===== src/rtl/smpp_pkg.sv =====
// Shared types and constants for the star map point plotter.
// No dependencies; the channel interfaces and the top level import this package.
`timescale 1ns / 1ps

package smpp_pkg;

	// Largest image side that is still plotted.
	localparam int MAX_DIM_DEF = 4096;

	// Quotient and root bits produced by the serial divide and square root units.
	localparam int ITER_STEPS = 16;
	localparam int STEP_W     = $clog2(ITER_STEPS);

	localparam int CFG_INDEX_W = 3;
	localparam int CFG_DATA_W  = 25;

	typedef enum logic [CFG_INDEX_W-1:0] {
		REG_RA_LOW       = 3'd0,
		REG_RA_HIGH      = 3'd1,
		REG_DEC_LOW      = 3'd2,
		REG_DEC_HIGH     = 3'd3,
		REG_FAINT_LIMIT  = 3'd4,
		REG_IMAGE_WIDTH  = 3'd5,
		REG_IMAGE_HEIGHT = 3'd6
	} cfg_reg_t;

	typedef enum logic [1:0] {
		OP_SCAN  = 2'd0,
		OP_PLOT  = 2'd1,
		OP_CLEAR = 2'd2
	} op_t;

	localparam logic        [24:0] RA_LOW_RST       = 25'd0;
	localparam logic        [24:0] RA_HIGH_RST      = 25'd23592960;
	localparam logic signed [23:0] DEC_LOW_RST      = -24'sd5898240;
	localparam logic signed [23:0] DEC_HIGH_RST     = 24'sd5898240;
	localparam logic signed [15:0] FAINT_LIMIT_RST  = 16'sd6000;
	localparam logic        [12:0] IMAGE_WIDTH_RST  = 13'd800;
	localparam logic        [12:0] IMAGE_HEIGHT_RST = 13'd600;

	typedef struct packed {
		logic        [1:0]  op;
		logic        [24:0] right_ascension;
		logic signed [23:0] declination;
		logic signed [15:0] magnitude;
	} star_t;

	typedef struct packed {
		logic [11:0] pixel_x;
		logic [11:0] pixel_y;
		logic [7:0]  brightness;
	} plot_t;

endpackage


===== src/rtl/smpp_star_if.sv =====
// Valid/ready channel that carries one star per transaction.
// Depends on smpp_pkg for the star payload type.
`timescale 1ns / 1ps

interface smpp_star_if;
	import smpp_pkg::*;

	logic  valid;
	logic  ready;
	star_t payload;

	modport source (output valid, output payload, input ready);
	modport sink (input valid, input payload, output ready);
endinterface


===== src/rtl/smpp_plot_if.sv =====
// Valid/ready channel that carries one plotted pixel per transaction.
// Depends on smpp_pkg for the pixel payload type.
`timescale 1ns / 1ps

interface smpp_plot_if;
	import smpp_pkg::*;

	logic  valid;
	logic  ready;
	plot_t payload;

	modport source (output valid, output payload, input ready);
	modport sink (input valid, input payload, output ready);
endinterface


===== src/rtl/star_map_point_plotter_top.sv =====
// Star map point plotter top level; depends on smpp_pkg, smpp_star_if and smpp_plot_if.
// A counting plot-pass star runs through setup and multiply, 16 divide steps, 16 square root
// steps, the product and the finish state; its pixel, if inside the image, is then offered.
// That star holds the input until it is done, even when it falls outside the image, and
// longer while an earlier pixel waits at the output. Other stars are taken while it stays idle.
// Reset (arst_n low) restores the register defaults, clears the range and the output.
`timescale 1ns / 1ps

module star_map_point_plotter_top #(
	parameter int MAX_DIM = smpp_pkg::MAX_DIM_DEF
) (
	input  logic                              clk,
	input  logic                              arst_n,
	input  logic                              cfg_wr_en,
	input  logic [smpp_pkg::CFG_INDEX_W-1:0]  cfg_index,
	input  logic [smpp_pkg::CFG_DATA_W-1:0]   cfg_wdata,
	smpp_star_if.sink                         stars,
	smpp_plot_if.source                       plots
);
	import smpp_pkg::*;

	typedef enum logic [5:0] {
		ST_IDLE   = 6'b000001,
		ST_MUL    = 6'b000010,
		ST_DIV    = 6'b000100,
		ST_SQRT   = 6'b001000,
		ST_PROD   = 6'b010000,
		ST_FINISH = 6'b100000
	} state_t;

	state_t state_q;
	logic [STEP_W-1:0] step_q;
	logic last_step;

	// Configuration registers
	logic        [24:0] ra_low_q, ra_high_q;
	logic signed [23:0] dec_low_q, dec_high_q;
	logic signed [15:0] faint_limit_q;
	logic        [12:0] width_q, height_q;

	// Tracked magnitude range
	logic signed [15:0] bright_q, faint_seen_q;
	logic               any_q;

	// Star fields and window test
	logic        [24:0] ra_in;
	logic signed [23:0] dec_in;
	logic signed [15:0] mag_in;
	logic               star_acc, counts, spans_ok;
	logic        [24:0] rspan;
	logic        [24:0] dspan_full;
	logic        [23:0] dspan;
	logic        [24:0] offx_w;
	logic        [24:0] offy_full;
	logic signed [16:0] rng_w, num_w;

	// Datapath registers
	logic [24:0] offx_q;
	logic [23:0] offy_q;
	logic [15:0] rng_q;
	logic        full_q;
	logic [24:0] remx_q;
	logic [15:0] dqx_q;
	logic [23:0] remy_q;
	logic [15:0] dqy_q;
	logic [15:0] remn_q;
	logic [15:0] dqn_q;
	logic [31:0] sv_q;
	logic [17:0] sr_q;
	logic [15:0] sq_q;
	logic [15:0] n2_q;
	logic [15:0] p_q;

	// Output register
	logic        out_valid_q;
	logic [11:0] out_x_q, out_y_q;
	logic [7:0]  out_b_q;

	// Step results
	logic [37:0] px;
	logic [36:0] py;
	logic [25:0] tx;
	logic        gex;
	logic [24:0] remx_nx;
	logic [24:0] ty;
	logic        gey;
	logic [23:0] remy_nx;
	logic [16:0] tn;
	logic        gen;
	logic [15:0] remn_nx;
	logic [15:0] dqn_nx;
	logic [19:0] ts, trial;
	logic        ges;
	logic [31:0] nsq, prod;
	logic [23:0] bsc;
	logic        plot_ok, out_free, load_out;

	assign ra_in    = stars.payload.right_ascension;
	assign dec_in   = stars.payload.declination;
	assign mag_in   = stars.payload.magnitude;
	assign star_acc = stars.valid && stars.ready;

	assign counts = (ra_in >= ra_low_q) && (ra_in <= ra_high_q) &&
			(dec_in >= dec_low_q) && (dec_in <= dec_high_q) &&
			(mag_in <= faint_limit_q);

	// With a counting star the window is not inverted, so both spans and offsets
	// are non-negative and fit their unsigned widths.
	assign rspan      = ra_high_q - ra_low_q;
	assign dspan_full = {dec_high_q[23], dec_high_q} - {dec_low_q[23], dec_low_q};
	assign dspan      = dspan_full[23:0];
	assign offx_w     = ra_in - ra_low_q;
	assign offy_full  = {dec_in[23], dec_in} - {dec_low_q[23], dec_low_q};
	assign spans_ok   = (rspan != '0) && (dspan != '0);

	assign rng_w = {faint_seen_q[15], faint_seen_q} - {bright_q[15], bright_q};
	assign num_w = {faint_seen_q[15], faint_seen_q} - {mag_in[15], mag_in};

	assign last_step = (step_q == STEP_W'(ITER_STEPS - 1));

	always_comb begin
		px = 38'(offx_q) * 38'(width_q);
		py = 37'(offy_q) * 37'(height_q);

		// Restoring division steps, one quotient bit per cycle for each unit.
		tx      = {remx_q, dqx_q[15]};
		gex     = (tx >= {1'b0, rspan});
		remx_nx = gex ? 25'(tx - {1'b0, rspan}) : tx[24:0];

		ty      = {remy_q, dqy_q[15]};
		gey     = (ty >= {1'b0, dspan});
		remy_nx = gey ? 24'(ty - {1'b0, dspan}) : ty[23:0];

		tn      = {remn_q, 1'b0};
		gen     = (tn >= {1'b0, rng_q});
		remn_nx = gen ? 16'(tn - {1'b0, rng_q}) : tn[15:0];
		dqn_nx  = {dqn_q[14:0], gen};

		// Square root, one root bit per cycle from two radicand bits.
		ts    = {sr_q, sv_q[31:30]};
		trial = {2'b00, sq_q, 2'b01};
		ges   = (ts >= trial);

		nsq  = 32'(dqn_q) * 32'(dqn_q);
		prod = 32'(n2_q) * 32'(sq_q);
		bsc  = 24'(p_q) * 24'(8'd255);

		plot_ok = (32'(dqx_q) < 32'(width_q)) && (32'(dqy_q) < 32'(height_q)) &&
				(32'(dqx_q) < 32'(MAX_DIM)) && (32'(dqy_q) < 32'(MAX_DIM));
		out_free = !out_valid_q || plots.ready;
		load_out = (state_q == ST_FINISH) && plot_ok && out_free;
	end

	// Control state, configuration and tracked range
	always_ff @(posedge clk or negedge arst_n) begin
		if (!arst_n) begin
			state_q       <= ST_IDLE;
			step_q        <= '0;
			out_valid_q   <= 1'b0;
			ra_low_q      <= RA_LOW_RST;
			ra_high_q     <= RA_HIGH_RST;
			dec_low_q     <= DEC_LOW_RST;
			dec_high_q    <= DEC_HIGH_RST;
			faint_limit_q <= FAINT_LIMIT_RST;
			width_q       <= IMAGE_WIDTH_RST;
			height_q      <= IMAGE_HEIGHT_RST;
			bright_q      <= '0;
			faint_seen_q  <= '0;
			any_q         <= 1'b0;
		end else begin
			if (cfg_wr_en) begin
				case (cfg_reg_t'(cfg_index))
					REG_RA_LOW:       ra_low_q      <= cfg_wdata[24:0];
					REG_RA_HIGH:      ra_high_q     <= cfg_wdata[24:0];
					REG_DEC_LOW:      dec_low_q     <= cfg_wdata[23:0];
					REG_DEC_HIGH:     dec_high_q    <= cfg_wdata[23:0];
					REG_FAINT_LIMIT:  faint_limit_q <= cfg_wdata[15:0];
					REG_IMAGE_WIDTH:  width_q       <= cfg_wdata[12:0];
					REG_IMAGE_HEIGHT: height_q      <= cfg_wdata[12:0];
					default: ;
				endcase
			end

			// A new pixel may replace one that leaves on the same edge.
			if (load_out) begin
				out_valid_q <= 1'b1;
			end else if (plots.ready) begin
				out_valid_q <= 1'b0;
			end

			case (state_q)
				ST_IDLE: begin
					if (star_acc) begin
						if (stars.payload.op == OP_CLEAR) begin
							bright_q     <= '0;
							faint_seen_q <= '0;
							any_q        <= 1'b0;
						end else if (counts && stars.payload.op == OP_SCAN) begin
							if (!any_q) begin
								bright_q     <= mag_in;
								faint_seen_q <= mag_in;
								any_q        <= 1'b1;
							end else begin
								if (mag_in < bright_q) bright_q <= mag_in;
								if (mag_in > faint_seen_q) faint_seen_q <= mag_in;
							end
						end else if (counts && stars.payload.op == OP_PLOT && spans_ok) begin
							state_q <= ST_MUL;
						end
					end
				end
				ST_MUL: begin
					step_q  <= '0;
					state_q <= ST_DIV;
				end
				ST_DIV: begin
					step_q <= step_q + 1'b1;
					if (last_step) begin
						state_q <= ST_SQRT;
					end
				end
				ST_SQRT: begin
					step_q <= step_q + 1'b1;
					if (last_step) begin
						state_q <= ST_PROD;
					end
				end
				ST_PROD: begin
					state_q <= ST_FINISH;
				end
				ST_FINISH: begin
					if (!plot_ok || out_free) begin
						state_q <= ST_IDLE;
					end
				end
				default: state_q <= ST_IDLE;
			endcase
		end
	end

	// Datapath registers
	always_ff @(posedge clk) begin
		case (state_q)
			ST_IDLE: begin
				if (star_acc) begin
					offx_q <= offx_w;
					offy_q <= offy_full[23:0];
					rng_q  <= rng_w[15:0];
					// Full brightness for an empty range or a star at the bright end.
					full_q <= rng_w[16] || (rng_w == '0) || (num_w >= rng_w);
					remn_q <= (num_w[16] || num_w == '0) ? 16'd0 : num_w[15:0];
					dqn_q  <= '0;
				end
			end
			ST_MUL: begin
				remx_q <= {3'b000, px[37:16]};
				dqx_q  <= px[15:0];
				remy_q <= {3'b000, py[36:16]};
				dqy_q  <= py[15:0];
			end
			ST_DIV: begin
				remx_q <= remx_nx;
				dqx_q  <= {dqx_q[14:0], gex};
				remy_q <= remy_nx;
				dqy_q  <= {dqy_q[14:0], gey};
				remn_q <= remn_nx;
				dqn_q  <= dqn_nx;
				if (last_step) begin
					sv_q <= {dqn_nx, 16'd0};
					sr_q <= '0;
					sq_q <= '0;
				end
			end
			ST_SQRT: begin
				sr_q <= ges ? 18'(ts - trial) : ts[17:0];
				sq_q <= {sq_q[14:0], ges};
				sv_q <= {sv_q[29:0], 2'b00};
				n2_q <= nsq[31:16];
			end
			ST_PROD: begin
				p_q <= prod[31:16];
			end
			ST_FINISH: begin
				if (plot_ok && out_free) begin
					out_x_q <= dqx_q[11:0];
					out_y_q <= dqy_q[11:0];
					out_b_q <= full_q ? 8'd255 : bsc[23:16];
				end
			end
			default: ;
		endcase
	end

	assign stars.ready                = (state_q == ST_IDLE);
	assign plots.valid                = out_valid_q;
	assign plots.payload.pixel_x      = out_x_q;
	assign plots.payload.pixel_y      = out_y_q;
	assign plots.payload.brightness   = out_b_q;

endmodule


===== src/flat_wrapper.sv =====
// flat-port wrapper written by rule: the top's interface ports become plain ports
module star_map_point_plotter_top_flat import smpp_pkg::*;
#(
	parameter int MAX_DIM = smpp_pkg::MAX_DIM_DEF
)
  (clk, arst_n, cfg_wr_en, cfg_index, cfg_wdata, stars_valid, stars_payload, stars_ready, plots_valid, plots_payload, plots_ready);
  smpp_star_if stars_i ();
  smpp_plot_if plots_i ();
  input  logic clk;
  input  logic arst_n;
  input  logic cfg_wr_en;
  input  logic [smpp_pkg::CFG_INDEX_W-1:0] cfg_index;
  input  logic [smpp_pkg::CFG_DATA_W-1:0] cfg_wdata;
  input wire logic [$bits(stars_i.valid)-1:0] stars_valid;
  input wire logic [$bits(stars_i.payload)-1:0] stars_payload;
  output wire logic [$bits(stars_i.ready)-1:0] stars_ready;
  output wire logic [$bits(plots_i.valid)-1:0] plots_valid;
  output wire logic [$bits(plots_i.payload)-1:0] plots_payload;
  input wire logic [$bits(plots_i.ready)-1:0] plots_ready;
  assign stars_i.valid = stars_valid;
  assign stars_i.payload = stars_payload;
  assign stars_ready = stars_i.ready;
  assign plots_valid = plots_i.valid;
  assign plots_payload = plots_i.payload;
  assign plots_i.ready = plots_ready;
  star_map_point_plotter_top #(.MAX_DIM(MAX_DIM)) u_core (.clk(clk), .arst_n(arst_n), .cfg_wr_en(cfg_wr_en), .cfg_index(cfg_index), .cfg_wdata(cfg_wdata), .stars(stars_i), .plots(plots_i));
endmodule

===== config.mk =====
export PLATFORM = sky130hd
export DESIGN_NAME = star_map_point_plotter_top_flat
export DESIGN_NICKNAME = d
export VERILOG_FILES = /design/src/rtl/smpp_pkg.sv /design/src/rtl/smpp_star_if.sv /design/src/rtl/smpp_plot_if.sv /design/src/rtl/star_map_point_plotter_top.sv /design/src/flat_wrapper.sv
export SDC_FILE = /design/constraint.sdc
export NUM_CORES = 2
export LEC_CHECK = 0
export ABC_CLOCK_PERIOD_IN_PS = 8000
export BUFFER_PORTS_ARGS = -buffer_cell sky130_fd_sc_hd__buf_2
export CAP_MARGIN = 20
export CORE_MARGIN = 10
export CORE_UTILIZATION = 64
export DETAILED_ROUTE_END_ITERATION = 6
export PLACE_DENSITY = 0.91
export SYNTH_ARGS = -nofsm -noshare
export SYNTH_HDL_FRONTEND = slang
export SYNTH_SLANG_ARGS = --single-unit
export TNS_END_PERCENT = 10

===== constraint.sdc =====
create_clock -name clk -period 8 [get_ports clk]
set_clock_uncertainty 0.2 [all_clocks]
set_input_delay 0.4 -clock clk [delete_from_list [all_inputs] [get_ports clk]]
set_output_delay 0.4 -clock clk [all_outputs]
set_load 0.1 [all_outputs]

==> impl_results.md <==
- Max-cap viol count: 0
- Chip height: roughly 350 um
- Mapped Cells: between 7,000 and 8,000
- Syn Nets: a little over 9,000
- First-pass GRT wire length: 289 mm
- Core area: 106,000 sq um
- Crit path largest cell delay: approximately 650 ps
- Port Buffers: between 100 and 150
- GR Overflow Total: 0
- Critical path launch point type: register
- CTS Root Cell: clkbuf_16
- Hpwl dp: approximately 140 mm
- Min Tclk post-route: 7440 ps
- Worst-margin pin slew: about 1200 ps
- CP required: between 8000 and 9000 ps
- Total global-route track usage: around 30%
- Cell repeated most along the worst path: fa_1
- Upper clock frequency limit: 0.134 GHz
- Class of the worst hold path: in -> reg
- Fin. Hold Viols: 0
- Yosys warnings: 0
- GP Congestion: between 0.9 and 1
- Residual DRC: 8
- Worst path slowest cell: edfxtp_1
- Post-synth ARST share: 38.6%
- Crit path DAT: roughly 7600 ps
- Clock sink total: ~480
- Clock slew at reported path FFs: around 60 ps
- Status: finished, violations left
- Number of gates resized after CTS: 0
- CP bufs+invs: 4
- Syn avg cell area: between 9 and 10 sq um
- Post-synth EDFFs: approximately 300
- Vias in the first global route: between 50,000 and 60,000
- WP depth: 23
- Crit path max-delay family: adder cells
- Longest Clk Path Bufs: 3
- Area grow syn2layout: 6.20%
- Vias per Instance: 6.09
- Cells on worst reg2reg path: 23
- Top cell type's share of synthesized area: a little over a quarter
- # rows: roughly 120
- Nets: 9,142
- Final Setup Violations: 0
- Total CTS buffers: 57
- CP Class: reg -> reg
- Drt pass-1 iters: 7
- Share of cells above drive strength 1: 6.40%
- Worst setup EP type: register
- Wire per inst: 20.2 um
- Io pins: 134
- Min Hold Slack: approximately 27 ps
- Max_slew headroom: between 20% and 30%
- #FFs+latches synth: between 400 and 500
- Mapped Area: around 68,000 sq um
- CTS tree: yes
- Die width: about 350 um
- Antenna violation net count after detailed routing: 0
- Final Max Slew Viols: 0
- Antenna violations before repair: 3
- Tcrit/Tclk final: between 90 and 100%
- CP Max Fanout: 16
- CTS H-tree depth: 2
- TNS Setup: 0 ps
- Clk Latency, worst-skew pair: between 600 and 700 ps
- Sequential area share after synthesis: approximately a fifth
- Leading cell types in the layout, fill and taps excluded: inv_1 (1,397), fa_1 (929), nand2_1 (899)
- Via count: 53,600
- Pin count of the biggest net entering global routing: 91
- Failing checks: design-rule violations
- Commonest non-fill, non-tap cell in the layout: inv_1
- Yosys cell types: around 110
- Starting density of the core: between 60% and 70%
- DR iter-0 viols: approximately 5,400
- Die area: around 120,000 sq um
- Unrepaired setup endpoints after global routing: no
- WL final: 178 mm
- Crit path cell chain: and2_1, fa_1, inv_1, fa_1, fa_1, inv_1, fa_1, fa_1, inv_1, fa_1, inv_1, ha_1, a21o_1, a21o_1, a2111oi_0, o22ai_1, o21ai_0, a21oi_1, nor2_1, o2111ai_1, a21o_1, a21oi_1, xnor2_1
- Ys flop type: edfxtp_1
- Hold depth: 3
- Synth area leaders: fa_1 (27%), ha_1 (14%), edfxtp_1 (13%), inv_1 (7.7%), dfrtp_1 (5.8%)
- Post-synth top area cell: fa_1
## worst min-delay path: stages
cell    delay [ps]
buf_2          160
and2_2         180
mux2_4         130
## layer usage
layer	part of all wire (%)	up-vias	track usage (%)
met2	48	2915	49.8
met3	9.1	728	4.87
met4	5.9	4	14.9
met5	0.014	-	0
met1	37	26400	36.4
li1	-	23700	-
## cells by family after synthesis
kind of cell / share of synthesized area, %
AO/OA/AOI/OAI: 10.3
XOR/XNOR: 3.26
adder cells (fa/ha/maj): 40.9
buffers and inverters: 9.14
flip-flops: 19.7
multiplexers: 2.17
AND/OR/NAND/NOR: 14.6
## timing repair
action,CTS,global route
hold endpoints to repair,195,0
setup buffers,0,0
hold buffers,38,0
## final timing paths
kind	start	slack, ps	to
max	u_core.n2_q[8]$_DFFE_PP_	560	u_core.p_q[15]$_DFFE_PP_
min	stars_payload[11]	30	u_core.faint_seen_q[11]$_DFFE_PN0P_
max reg2reg	u_core.n2_q[8]$_DFFE_PP_	560	u_core.p_q[15]$_DFFE_PP_
min reg2reg	u_core.dqx_q[2]$_DFFE_PP_	300	u_core.out_x_q[2]$_DFFE_PP_
max in group asynchronous	arst_n	5540	u_core.dec_low_q[8]$_DFFE_PN0P_
min in group asynchronous	arst_n	150	u_core.faint_seen_q[4]$_DFFE_PN0P_
## Yosys cell counts (11+ instances only)
cell       count
inv_1       1398
fa_1         929
nand2_1      899
ha_1         742
and2_1       420
nor2_1       297
edfxtp_1     293
a21oi_1      284
o21ai_0      267
clkbuf_1     225
xnor2_1      159
dfrtp_1      157
a21o_1       148
xor2_1        95
nor3_1        79
mux2_2        71
nand3_1       64
nand2b_1      60
o21a_1        60
nand4_1       57
nor2b_1       51
a211oi_1      45
mux2i_1       41
and3_1        36
a31oi_1       32
o21bai_1      32
dfstp_2       27
o31ai_1       20
or3_1         20
or2_2         19
mux2_4        18
o22ai_1       18
o211ai_1      16
o21ai_1       16
a311oi_1      12
and4_1        11
buf_2         11
nor4_1        11
o2111ai_1     11
## registers in the layout (all words and copies together) (netlist names), 18 cells and up
register,flops
u_core.sr_q,18
u_core.remx_q,25
u_core.dec_high_q,24
u_core.ra_high_q,25
u_core.offx_q,25
u_core.offy_q,24
u_core.dec_low_q,24
u_core.ra_low_q,25
u_core.remy_q,24
## final cells by class
cell class,count,area [sq um]
Multi-Input combinational cell,5215,48600
Fill cell,7220,33100
Sequential cell,477,13400
Inverter,1400,5260
Tap cell,1391,1740
Clock buffer,69,1520
Timing Repair Buffer,220,1460
Clock inverter,38,394
Antenna cell,1,2.50
## metrics by stage
step / setup WS [ps] / std cells / area (sq um) / util [%]
5_1_grt: 188 / 8810 / 72400 / 68.6
2_1_floorplan: 1470 / 7338 / 68200 / -
3_3_place_gp: 878 / 8663 / 70100 / 66.4
4_1_cts: 594 / 8809 / 72400 / 68.6
3_5_place_dp: 563 / 8664 / 70100 / 66.4
6_report: 562 / 8811 / 72400 / 68.6
Power is left out: the tool's default activity adds up to more than one toggle a clock period on the data nets, which glitch-free logic cannot reach.
